<file path="src/sv/rpfc_pkg.sv">
`timescale 1ns / 1ps
`default_nettype none
package rpfc_pkg;

	localparam int CHANNEL_BITS = 16;
	localparam int NUM_CHANNELS = 3;
	localparam int PIXEL_BITS   = 32;
	localparam int MAX_BITS     = 48;
	localparam int SHIFT_BITS   = 15;
	localparam int SLOT_BITS    = 16;
	localparam int POS_BITS     = 5;
	localparam int CODE_BITS    = 2;
	localparam int INDEX_BITS   = 3;

	// register indexes
	localparam logic [INDEX_BITS-1:0] REG_SRC_MAX   = 3'd0;
	localparam logic [INDEX_BITS-1:0] REG_SRC_SHIFT = 3'd1;
	localparam logic [INDEX_BITS-1:0] REG_TGT_MAX   = 3'd2;
	localparam logic [INDEX_BITS-1:0] REG_TGT_SHIFT = 3'd3;
	localparam logic [INDEX_BITS-1:0] REG_SRC_SIZE  = 3'd4;
	localparam logic [INDEX_BITS-1:0] REG_TGT_SIZE  = 3'd5;

	// pixel size codes
	localparam logic [CODE_BITS-1:0] SIZE_ONE  = 2'd0;
	localparam logic [CODE_BITS-1:0] SIZE_TWO  = 2'd1;
	localparam logic [CODE_BITS-1:0] SIZE_FOUR = 2'd2;

	localparam logic [MAX_BITS-1:0]   MAX_RESET   = 48'h00FF_00FF_00FF;
	localparam logic [SHIFT_BITS-1:0] SHIFT_RESET = 15'd272;

	function automatic logic [PIXEL_BITS-1:0] size_mask(input logic [CODE_BITS-1:0] code);
		logic [PIXEL_BITS-1:0] m;
		case (code)
			SIZE_ONE: m = 32'h0000_00FF;
			SIZE_TWO: m = 32'h0000_FFFF;
			default:  m = 32'hFFFF_FFFF;
		endcase
		return m;
	endfunction

endpackage
`default_nettype wire

</file>
<file path="src/sv/rpfc_back.sv">
`timescale 1ns / 1ps
`default_nettype none
module rpfc_back #(
	parameter int CB = rpfc_pkg::CHANNEL_BITS
) (
	input  wire logic                                   clk,
	input  wire logic                                   arst_n,
	input  wire logic                                   in_valid,
	output logic                                        in_ready,
	input  wire logic [rpfc_pkg::NUM_CHANNELS*2*CB-1:0] in_data,
	input  wire logic [rpfc_pkg::MAX_BITS-1:0]          src_max,
	input  wire logic [rpfc_pkg::SHIFT_BITS-1:0]        tgt_shift,
	input  wire logic [rpfc_pkg::CODE_BITS-1:0]         tgt_size,
	output logic                                        out_valid,
	input  wire logic                                   out_ready,
	output logic [rpfc_pkg::PIXEL_BITS-1:0]             out_pixel
);
	localparam int DW = 2 * CB;
	localparam int NC = rpfc_pkg::NUM_CHANNELS;

	logic                              advance;
	logic [CB-1:0]                     valid_s;
	logic [DW-1:0]                     div_w_s [CB][NC];
	logic [DW-1:0]                     div_in  [CB][NC];
	logic                              out_valid_q;
	logic [rpfc_pkg::PIXEL_BITS-1:0]   out_pixel_q;
	logic [rpfc_pkg::PIXEL_BITS-1:0]   word;
	logic [rpfc_pkg::PIXEL_BITS-1:0]   part [NC];

	// whole back pipeline moves in lockstep, held only by the output
	assign advance  = !out_valid_q || out_ready;
	assign in_ready = advance;

	for (genvar c = 0; c < NC; c++) begin : g_ch
		logic [CB-1:0] dvs;
		assign dvs = src_max[c*rpfc_pkg::SLOT_BITS +: CB];
		assign div_in[0][c] = in_data[c*DW +: DW];
		for (genvar k = 0; k < CB; k++) begin : g_st
			logic [DW:0]   sh;
			logic [CB:0]   t;
			logic [CB:0]   diff;
			logic          qbit;
			logic [CB-1:0] hi;
			logic [CB-1:0] lo;
			// one restoring step: shift in, trial subtract, quotient bit in at the bottom
			assign sh   = {div_in[k][c], 1'b0};
			assign t    = sh[DW:CB];
			assign diff = t - {1'b0, dvs};
			assign qbit = !diff[CB];
			assign hi   = qbit ? diff[CB-1:0] : t[CB-1:0];
			assign lo   = sh[CB-1:0] | CB'(qbit);
			always_ff @(posedge clk) begin
				if (advance) begin
					div_w_s[k][c] <= {hi, lo};
				end
			end
			if (k + 1 < CB) begin : g_nx
				assign div_in[k+1][c] = div_w_s[k][c];
			end
		end
		always_comb begin
			part[c] = rpfc_pkg::PIXEL_BITS'(div_w_s[CB-1][c][CB-1:0])
				<< tgt_shift[c*rpfc_pkg::POS_BITS +: rpfc_pkg::POS_BITS];
			if (dvs == '0) part[c] = '0;
		end
	end

	always_comb begin
		word = '0;
		for (int c = 0; c < NC; c++) begin
			word = word | part[c];
		end
		word = word & rpfc_pkg::size_mask(tgt_size);
	end

	always_ff @(posedge clk or negedge arst_n) begin
		if (!arst_n) begin
			valid_s     <= '0;
			out_valid_q <= 1'b0;
		end else if (advance) begin
			valid_s     <= CB'({valid_s, in_valid});
			out_valid_q <= valid_s[CB-1];
		end
	end

	always_ff @(posedge clk) begin
		if (advance) begin
			out_pixel_q <= word;
		end
	end

	assign out_valid = out_valid_q;
	assign out_pixel = out_pixel_q;
endmodule
`default_nettype wire
</file>
<file path="config.mk">
export PLATFORM = sky130hd
export DESIGN_NAME = rpfc_back
export DESIGN_NICKNAME = d
export VERILOG_FILES = /design/src/sv/rpfc_pkg.sv /design/src/sv/rpfc_back.sv
export SDC_FILE = /design/constraint.sdc
export NUM_CORES = 2
export LEC_CHECK = 0
export BUFFER_PORTS_ARGS = -buffer_cell sky130_fd_sc_hd__clkbuf_2
export CORE_ASPECT_RATIO = 1.5
export CORE_MARGIN = 2
export CORE_UTILIZATION = 40
export CTS_BUF_LIST = sky130_fd_sc_hd__clkbuf_8
export DETAILED_ROUTE_END_ITERATION = 12
export PLACE_DENSITY = 0.62
export SLEW_MARGIN = 20
export SYNTH_ARGS = -nofsm -noshare
export SYNTH_HDL_FRONTEND = slang
export SYNTH_SLANG_ARGS = --single-unit
</file>
<file path="constraint.sdc">
create_clock -name clk -period 47.4 [get_ports clk]
set_input_delay 4.74 -clock clk [delete_from_list [all_inputs] [get_ports clk]]
set_output_delay 4.74 -clock clk [all_outputs]
set_load 0.005 [all_outputs]
</file>
==> metrics.txt <==
Synth top area share=0.487; r2r setup slk=42530 ps; Vias/cell=5.57; # IOs=199; hold_buf cts=0; asr flop ratio synth=0.0111; DRT antenna net count=0; final setup vio count=0; Synth area leaders=edfxtp_1, ha_1, mux2_2; max cap viols=0; layout cells sized above 1=0.152; Sink Count=1537; Critical Path AT=5860 ps; chip width=399 um; Fin Clk Skew=between 90 and 100 ps; final worst slack=36800 ps; Crit. End Element=output port; Final min period=roughly 11000 ps; VDD IR-drop max=around 0.034 mV; Root Driver=clkbuf_8; Mean Syn Cell Area=11.7 um^2; Die Area=238000 um^2; worst-margin pin slew=1170 ps; pwr/cell area=between 70 and 80 nW/um^2; hold depth=0; final-report hold violation count=0; hpwl dp=approximately 160000 um; WHS=350 ps; Inserted Clock Buffers=267; Gate Count Post-Synth=8023; post-CTS sizing=0; Finished Layout Cells=roughly 12000; Synth Flop Type=edfxtp_1; WHS Endpoint=div_w_s[0][421]$_DFFE_PP_; critical hold path startpoint=div_w_s[0][324]$_DFFE_PP_; FF-to-FF path depth=5; area leader, netlist=edfxtp_1; worst-skew pair later-pin latency=950 ps; CTS tree=yes; total iterations of the first detailed-routing run=6; Clock Path Buffers=4; Remaining DRCs=0; number of flops mapped to enable cells by yosys=about 1500; height of the die=597 um; final worst-path cycle share=0.224; Max Slew Vio Count=0; unique cell type count in the Yosys netlist=100; Initial Util=0.402; Synth Cell Area=93700 um^2; nets@finish=around 9400; Yosys warnings=0; RSZ-0062 raised after global routing=false; worst-path maximum fanout=61; Port Buffer Count=roughly 200; post-synthesis register bit count=1537; number of DRC markers in iteration 0=about 3700; Post-Route WL=225000 um; # H-tree levels=5; Wirelength per Cell=19.3 um; Worst Hold Class=reg -> reg; r2r endpoint=div_w_s[0][371]$_DFFE_PP_; vias in the first global route=66800; CP Launch Type=input pin; Clock transition at path regs=roughly 60 ps; Mapped Nets=approximately 9000; num rows=217; initial antenna violation count=13; first-pass GRT wire length=352000 um; postcts setup bufs=0; gpl congestion=just under 0.9; critical path class=in -> out; Sum Neg Setup Slack=0 ps; worst reg2reg startpoint=out_valid$_DFFE_PN0P_; vias=65000; fmax=0.0944 GHz; Crit path required time=42660 ps; Core ar.=233000 um^2; Post-Place Setup Slack=36760 ps; largest net degree at the start of global routing=171; Leak Pwr=40.2 nW; outcome=complete, no violations; Cells after DPL=~11000; Layout area overhead=10.5%; Slew Limit Headroom=0.213; register area share after synthesis=0.492; gr usage total=0.184; GRT overflow=0
-- cell usage in the layout, fill, tap and decap left out, drive strengths merged, types with 25 or more instances in the layout --
cell	instances
a21boi	49
clkbuf	476
nand2	518
clkinv	90
o21bai	62
and2	29
o2111ai	28
nor4	41
nor2	544
or3	49
mux2i	163
a21oi	595
a41oi	36
a21o	114
a211oi	57
ha	765
a311oi	25
o211ai	56
o31ai	30
nor3	122
o21ai	536
a22oi	26
xnor2	369
a31oi	92
mux2	538
edfxtp	1520
o21a	184
xor2	153
fa	45
inv	410
nand3	96
nand2b	77
nor2b	170
buf	80
nand3b	25
o22ai	48
nand4	35
-- power by group --
| group | internal, mW | switching (mW) | total (mW) |
|---|---|---|---|
| combinational | 1.91 | 2.24 | 4.15 |
| clock | 0.599 | 0.560 | 1.16 |
| sequential | 2.53 | 0.312 | 2.84 |
-- metal layers --
metal | vias up | wire length (um) | share of wire | GRT usage
met2 | 1519 | 119000 | 0.53 | 0.346
met1 | 31400 | 87000 | 0.39 | 0.202
li1 | 31400 | - | - | -
met3 | 607 | 9400 | 0.042 | 0.0269
met5 | - | 7 | 0.000031 | 0
met4 | 2 | 10100 | 0.045 | 0.0833
-- cell families (layout without fill, tap and decap cells) --
| group | count (synthesis) | count (layout) | share of synthesized area |
|---|---|---|---|
| compound gates | 2147 | 2147 | 0.147 |
| simple gates | 1792 | 1792 | 0.0901 |
| flops | 1537 | 1537 | 0.492 |
| fa+ha+maj | 810 | 810 | 0.112 |
| mux | 716 | 716 | 0.0867 |
| xor+xnor | 522 | 522 | 0.0504 |
| buf+inv | 499 | 1072 | 0.0221 |
| other cells | 0 | 8 | 0 |
-- state kept, by name, indices dropped and copies added (netlist names) --
| register | cells |
|---|---|
| out_valid | 1 |
| out_pixel | 32 |
| valid_s | 16 |
| div_w_s | 1488 |
-- critical path, stage by stage --
cell and delay [ps]:
clkbuf_2 80, nand2b_4 730, clkbuf_2 250
-- stage by stage --
stage	power, mW	cell area (um^2)	util
2_1_floorplan	6.63	93700	-
3_3_place_gp	6.88	98500	0.423
3_5_place_dp	6.98	98500	0.423
4_1_cts	8.21	103000	0.444
5_1_grt	8.78	104000	0.445
6_report	8.15	104000	0.445
-- final cells by class --
cell class | instances | area [um^2]
sequential | 1537 | 46100
tap | 3066 | 3840
clock buffer | 278 | 3830
antenna | 8 | 20.0
multi-input combinational | 5987 | 45900
fill | 21400 | 129000
inverter | 336 | 1260
clock inverter | 180 | 1050
timing repair buffer | 278 | 1620
-- how the worst max path moves through the flow --
stage / slack, ps / from / endpoint
after floorplan: 1370 / out_ready / in_ready
after global placement: 36760 / out_ready / in_ready
after detailed placement: 36760 / out_ready / in_ready
after CTS: 36760 / out_ready / in_ready
after global routing: 36700 / out_ready / in_ready
final: 36800 / out_ready / in_ready
-- cells in the mapped netlist (45+ instances only) --
master / n
a211oi_1: 49
a21o_1: 114
a21oi_1: 580
a31oi_1: 92
clkbuf_1: 103
edfxtp_1: 1520
fa_1: 45
ha_1: 765
inv_1: 334
mux2_2: 513
mux2i_1: 163
nand2_1: 518
nand2b_1: 77
nand3_1: 96
nor2_1: 544
nor2b_1: 170
nor3_1: 121
o211ai_1: 56
o21a_1: 183
o21ai_0: 520
o21bai_1: 62
o22ai_1: 48
or3_1: 49
xnor2_1: 359
xor2_1: 143
Note: power is estimated with default switching activity, not from simulation.
