[config.mk]
export PLATFORM = sky130hd
export DESIGN_NAME = rpfc_queue
export DESIGN_NICKNAME = d
export VERILOG_FILES = /design/src/sv/rpfc_queue.sv
export SDC_FILE = /design/constraint.sdc
export NUM_CORES = 1
export LEC_CHECK = 0
export BUFFER_PORTS_ARGS = -buffer_cell sky130_fd_sc_hd__buf_2
export CAP_MARGIN = 5
export CELL_PAD_IN_SITES_DETAIL_PLACEMENT = 1
export CELL_PAD_IN_SITES_GLOBAL_PLACEMENT = 2
export CORE_ASPECT_RATIO = 1.4
export CORE_MARGIN = 2
export CORE_UTILIZATION = 35
export CTS_CLUSTER_DIAMETER = 40
export CTS_CLUSTER_SIZE = 30
export DETAILED_ROUTE_END_ITERATION = 12
export HOLD_SLACK_MARGIN = 0.02
export PLACE_DENSITY = 0.82
export RECOVER_POWER = 50
export SYNTH_ARGS = -nofsm -noshare
export SYNTH_HDL_FRONTEND = slang
export SYNTH_SLANG_ARGS = --single-unit
[constraint.sdc]
create_clock -name clk -period 5.6 [get_ports clk]
set_input_delay 0.28 -clock clk [delete_from_list [all_inputs] [get_ports clk]]
set_output_delay 0.28 -clock clk [all_outputs]
set_load 0.02 [all_outputs]
[src/sv/rpfc_queue.sv]
`timescale 1ns / 1ps
`default_nettype none
module rpfc_queue #(
	parameter int WIDTH = 96
) (
	input  wire logic             clk,
	input  wire logic             arst_n,
	input  wire logic             in_valid,
	output logic                  in_ready,
	input  wire logic [WIDTH-1:0] in_data,
	output logic                  out_valid,
	input  wire logic             out_ready,
	output logic [WIDTH-1:0]      out_data
);
	logic [WIDTH-1:0] mem [2];
	logic             wr_ptr_q;
	logic             rd_ptr_q;
	logic [1:0]       count_q;
	logic             push;
	logic             pop;

	assign in_ready  = (count_q != 2'd2);
	assign out_valid = (count_q != 2'd0);
	assign push      = in_valid && in_ready;
	assign pop       = out_valid && out_ready;
	assign out_data  = mem[rd_ptr_q];

	always_ff @(posedge clk or negedge arst_n) begin
		if (!arst_n) begin
			wr_ptr_q <= 1'b0;
			rd_ptr_q <= 1'b0;
			count_q  <= 2'd0;
		end else begin
			if (push) wr_ptr_q <= !wr_ptr_q;
			if (pop) rd_ptr_q <= !rd_ptr_q;
			if (push && !pop) count_q <= count_q + 2'd1;
			else if (pop && !push) count_q <= count_q - 2'd1;
		end
	end

	always_ff @(posedge clk) begin
		if (push) begin
			mem[wr_ptr_q] <= in_data;
		end
	end
endmodule
`default_nettype wire

==> results_dict.tcl, run 1 <==
set metrics [dict create \
    drive_gt1_frac 0.462 \
    clk_pin_slew_ps 70 \
    r2r-start "count_q[0]$_DFFE_PN0P_" \
    synth_area_leaders "edfxtp_1 80%, mux2_2 10%, mux2_4 6.2%" \
    ys_types 15 \
    max_freq_mhz 321 \
    die-area_sq_um 21900 \
    cap_violations 2 \
    start_util 0.355 \
    worst-endpoint-required_ps 5590 \
    setup_viol 0 \
    cts_made_buffers 17 \
    peakVddDrop_uv 212 \
    cts_root_buffer "clkbuf_16" \
    hold_path_class "in -> reg" \
    violations "capacitance limit, slew limit" \
    fill_cells 2024 \
    critPathLaunch "count_q[0]$_DFFE_PN0P_" \
    synth_area_leader_cell "edfxtp_1" \
    ioPinCount 198 \
    grt_pass1_vias 4307 \
    hold_viol 0 \
    rows 62 \
    multi_input_area_sq_um 1280 \
    clk-insertion-delay-late_ps 430 \
    rsz0062_at_grt "no" \
    final_cell_area_sq_um 9260 \
    ys.flop_type "edfxtp_1" \
    tritoncts "done" \
    holdWs_ps 42.1 \
    core_area_sq_um 20400 \
    worstPathMaxFanout 42 \
    finalCriticalPeriod_ps 3120 \
    grt_start_max_net_pins 67 \
    syn_avg_cell_area_sq_um 22.8 \
    route.detailed.drc 0 \
    cp.arrival_ps 3110 \
    grt-ovfl-total 0 \
    netlist_area_sq_um 7240 \
    ant_nets 0 \
    drtPass1Iterations 4 \
    die-width_microns 126 \
    worstSetupPathType "reg -> reg" \
    dp_hpwl_microns 9640 \
    maxSlewViolCount 43 \
    syn-num-nets 418 \
    dieHeight_microns 174 \
    dpl-instance-area_sq_um 8510 \
    cts_buffer_depth 2 \
    worstMarginPinSlew_ps 2520 \
    yosysWarnings 0 \
    synth_commonest_cells "192 x edfxtp_1, 66 x mux2_2, 30 x mux2_4, 6 x buf_2, 5 x buf_6" \
    finalSetupTns_ps 0 \
    p_per_area_nw_per_um2 535 \
    sequential_cell_area_sq_um 5870 \
    post_drt_via_cell_ratio 4.51 \
    layout_worst_path_cycle_share 0.557 \
    synthArstFlopShare 0.0204 \
    cts_resized 0 \
    cp-start-kind "flop" \
    end_kind "flop" \
    port_buffers 197 \
    ys_ff_latch 196 \
    htreeDepth 4 \
    gr-usage-all-layers 0.139 \
    wl_microns 14600 \
    outcome "finished with violations" \
    clock_skew_ps 6.31 \
    synth-seq-area-share 0.810 \
    via_count 3718 \
    power.leakage_uw 0.00339 \
    drt_iter0_drc 170 \
    wl_per_cell_microns 17.8 \
    area_delta_synth_final_pct 27.9 \
    synth_top_area_frac 0.796 \
    slew_headroom -0.679 \
    grt_pass1_wl_microns 23200 \
    place.gp.congestion 0.722 \
    numClockSinks 196 \
    yosysMostFrequentCell "edfxtp_1" \
    synth_cells 317 \
    min_from "in_data[54]" \
    synth_edf_count 192 \
    antenna_found_initial 1 \
    nNetsFinal 655 \
]
worst paths after layout:
| check | endpoint | slack, ps | cells after the start |
|---|---|---|---|
| max | mem[0][59]$_DFFE_PP_ | 2480 | 4 |
| min | mem[1][54]$_DFFE_PP_ | 40 | 1 |
| max reg2reg | mem[0][59]$_DFFE_PP_ | 2480 | 4 |
| min reg2reg | wr_ptr_q$_DFFE_PN0P_ | 500 | 1 |
| max in group asynchronous | rd_ptr_q$_DFFE_PN0P_ | 5130 | 2 |
| min in group asynchronous | count_q[1]$_DFFE_PN0P_ | 240 | 2 |
per-layer routing:
layer | wire, microns | part of all wire | global-route usage | vias to the layer above
met5 | 0 | 0 | 0 | -
met4 | 278 | 0.019 | 0.0579 | 0
met3 | 896 | 0.061 | 0.0459 | 21
met2 | 7990 | 0.55 | 0.248 | 130
met1 | 5480 | 0.37 | 0.150 | 1838
li1 | - | - | - | 1729
critical path, stage by stage (launching register included):
cell and delay, ps:
dfrtp_1 420, nand2b_1 180, nand2_1 110, nor2_1 150
clkbuf_1 1810
layout make-up:
type                            instances  area share
Antenna cell                            1    0.000270
Clock buffer                           19      0.0468
Multi-Input combinational cell        109       0.139
Sequential cell                       196       0.634
Inverter                                1    0.000405
Timing Repair Buffer                  229       0.131
Clock inverter                         13      0.0146
Tap cell                              256      0.0346
where the power goes:
group	internal, uW	switching, uW
registers	2020	183
logic	666	910
clock network	656	519
total	3340	1610
cell families (layout without fill, tap and decap cells):
family                     after synthesis  count (layout)  share of synthesized area
other                                    0               1                          0
and+or+nand+nor                          7               7                    0.00467
buffers and inverters                   12             262                     0.0124
muxes                                   96              96                      0.165
adders and majority gates                1               1                    0.00173
DFF                                    196             196                      0.810
xor gates and xnor gates                 5               5                    0.00605
registers in the layout, indices dropped and copies added, names as in the netlist:
signal and flops:
count_q 2, wr_ptr_q 1, mem 192, rd_ptr_q 1
repair_timing:
| item | 4_1_cts | 5_1_grt |
|---|---|---|
| hold buffers | 21 | 7 |
| endpoints found under the hold margin | 40 | 10 |
| buffers inserted | 0 | 0 |
cell usage in the layout, fill, tap and decap left out, drive strengths merged, types with 3 or more instances in the layout:
master,Yosys,layout
edfxtp,192,192
clkbuf,0,83
dfrtp,4,4
xnor2,3,3
clkinvlp,0,3
clkinv,0,7
dlygate4sd3,0,28
mux2,96,96
buf,11,137
through the flow:
step | power [uW] | setup WS (ps) | utilization | cells
global route | 5200 | 2170 | 0.454 | 824
CTS | 5050 | 2520 | 0.455 | 816
finish | 4950 | 2480 | 0.454 | 824
floorplan | 3360 | 252 | - | 317
detailed placement | 3850 | 3000 | 0.417 | 763
global placement | 3790 | 3070 | 0.417 | 763
Note: power is estimated with default switching activity, not from simulation.
==> run 2: changes to the inputs <==
--- a/config.mk
+++ b/config.mk
@@ -11,12 +11,12 @@
 export CELL_PAD_IN_SITES_GLOBAL_PLACEMENT = 2
 export CORE_ASPECT_RATIO = 1.4
 export CORE_MARGIN = 2
-export CORE_UTILIZATION = 35
+export CORE_UTILIZATION = 34
 export CTS_CLUSTER_DIAMETER = 40
 export CTS_CLUSTER_SIZE = 30
 export DETAILED_ROUTE_END_ITERATION = 12
 export HOLD_SLACK_MARGIN = 0.02
-export PLACE_DENSITY = 0.82
+export PLACE_DENSITY = 0.83
 export RECOVER_POWER = 50
 export SYNTH_ARGS = -nofsm -noshare
 export SYNTH_HDL_FRONTEND = slang
==> constraint.sdc (replaced) <==
create_clock -name clk -period 2.6 [get_ports clk]
set_input_delay 0.13 -clock clk [delete_from_list [all_inputs] [get_ports clk]]
set_output_delay 0.13 -clock clk [all_outputs]
set_load 0.02 [all_outputs]
==> results_dict.tcl, run 2 (synthesis results as in run 1) <==
set metrics [dict create \
    outcome "completed" \
    path_cells "buf_12 -> mux2_2 -> buf_2" \
    hold_path_class "in -> reg" \
    wl_per_cell_microns 17.8 \
    r2r_slack_ps 560 \
    worstPathMaxFanout 40 \
    cts_resized 0 \
    core_area_sq_um 21000 \
    tritoncts "done" \
    ant_nets 0 \
    route.detailed.drc 0 \
    grt_pass1_vias 4597 \
    slowest_stage "dfrtp_4" \
    maxSlewViolCount 0 \
    rows 63 \
    largest_reg_flops 192 \
    area_delta_synth_final_pct 38.4 \
    cts_made_buffers 17 \
    cp_num_cells 3 \
    nNetsFinal 726 \
    start_util 0.344 \
    p_comb_frac 0.344 \
    dpl-instance-area_sq_um 8590 \
    layout_top_registers "mem: 192 flops, count_q: 2 flops" \
    internal-power_uw 7240 \
    top_register "mem" \
    layout_worst_path_cycle_share 0.830 \
    finalSetupTns_ps 0 \
    rsz0062_at_grt "no" \
    max_stage_delay_ps 710 \
    grt_pass1_wl_microns 24400 \
    port_buffers 197 \
    fill_cells 2053 \
    htreeDepth 4 \
    grt-ovfl-total 0 \
    final_cell_area_sq_um 10000 \
    min_path_cells 3 \
    drive_gt1_frac 0.409 \
    setup_viol 0 \
    critPathBufInv 2 \
    cts_root_buffer "clkbuf_16" \
    final_common_cell "edfxtp_1" \
    numClockSinks 196 \
    hold_viol 0 \
    swShare 0.332 \
    max_freq_mhz 463 \
    worstMarginPinSlew_ps 983 \
    antenna_found_initial 3 \
    cp-start-kind "flop" \
    p_switching_uw 3600 \
    peakVddDrop_uv 493 \
    power.leakage_uw 0.00369 \
    mostFrequentLayoutCells "192 x edfxtp_1, 124 x buf_2, 98 x dlygate4sd3_1" \
    clk_pin_slew_ps 70 \
    cap_violations 0 \
    drtPass1Iterations 4 \
    slew_headroom 0.345 \
    worst-endpoint-required_ps 2470 \
    finalCriticalPeriod_ps 2160 \
    rr_worst_depth 4 \
    post_drt_via_cell_ratio 4.51 \
    grt_start_max_net_pins 97 \
    clk-insertion-delay-late_ps 430 \
    end_kind "primary output" \
    die-area_sq_um 22500 \
    ioPinCount 198 \
    p_clk_frac 0.230 \
    via_count 4064 \
    p_per_area_nw_per_um2 1080 \
    clock_skew_ps 8.19 \
    cp.arrival_ps 2030 \
    gr-usage-all-layers 0.143 \
    place.gp.congestion 0.728 \
    dieHeight_microns 177 \
    worstSetupPathType "reg -> out" \
    dp_hpwl_microns 10000 \
    path_delay_family "flip-flops" \
    die-width_microns 127 \
    drt_iter0_drc 198 \
    wl_microns 16000 \
    power_frac_seq 0.426 \
    cts_buffer_depth 2 \
]
run 2: timing repair:
item / in CTS / in global routing
buffers inserted: 0 / 0
hold buffers: 98 / 0
endpoints found under the setup margin: 0 / 0
hold endpoints to repair: 197 / 0
run 2: power by group through the flow:
stage	logic, uW	registers [uW]	clock network, uW
finish	3730	4620	2490
global route	3960	4700	2690
CTS	3810	4630	2580
detailed placement	3680	4700	0
global placement	3610	4640	0
floorplan	2660	4530	0
run 2: worst paths after layout:
kind / to / startpoint
max: out_data[47] / rd_ptr_q$_DFFE_PN0P_
min: wr_ptr_q$_DFFE_PN0P_ / in_valid
max in group asynchronous: rd_ptr_q$_DFFE_PN0P_ / arst_n
max reg2reg: mem[0][54]$_DFFE_PP_ / count_q[0]$_DFFE_PN0P_
min reg2reg: count_q[1]$_DFFE_PN0P_ / count_q[1]$_DFFE_PN0P_
min in group asynchronous: rd_ptr_q$_DFFE_PN0P_ / arst_n
run 2: layout make-up:
cell class                 instances  area (sq um)  share of cell area
tap                              260           325              0.0325
inverter                           1          3.75            0.000375
clock buffer                      18           429              0.0428
timing repair buffer             300          1970               0.197
multi-input combinational        109          1290               0.129
clock inverter                    14           125              0.0125
sequential                       196          5870               0.586
antenna                            3          7.51            0.000749
run 2: worst register-to-register path, cell delays in order (launching register included):
cell and delay [ps]:
dfrtp_1 400, nand2b_1 170, nand2_1 140, nor2_4 130, buf_6 690
run 2: layer usage:
metal | GRT usage | up-vias | wire (microns)
li1 | - | 1878 | -
met1 | 0.157 | 2039 | 6160
met2 | 0.262 | 129 | 8740
met3 | 0.0441 | 18 | 851
met4 | 0.0476 | 0 | 260
met5 | 0 | - | 0
run 2: stage by stage:
step / setup slack (ps) / total power (uW) / cells / util / hold WS, ps
finish: 441 / 10800 / 901 / 0.476 / 80.6
global route: 346 / 11300 / 901 / 0.476 / 104
CTS: 401 / 11000 / 898 / 0.481 / 26.2
detailed placement: 877 / 8380 / 768 / 0.408 / -42.7
global placement: 914 / 8250 / 768 / 0.408 / -44.4
floorplan: 32.8 / 7190 / 317 / - / -166
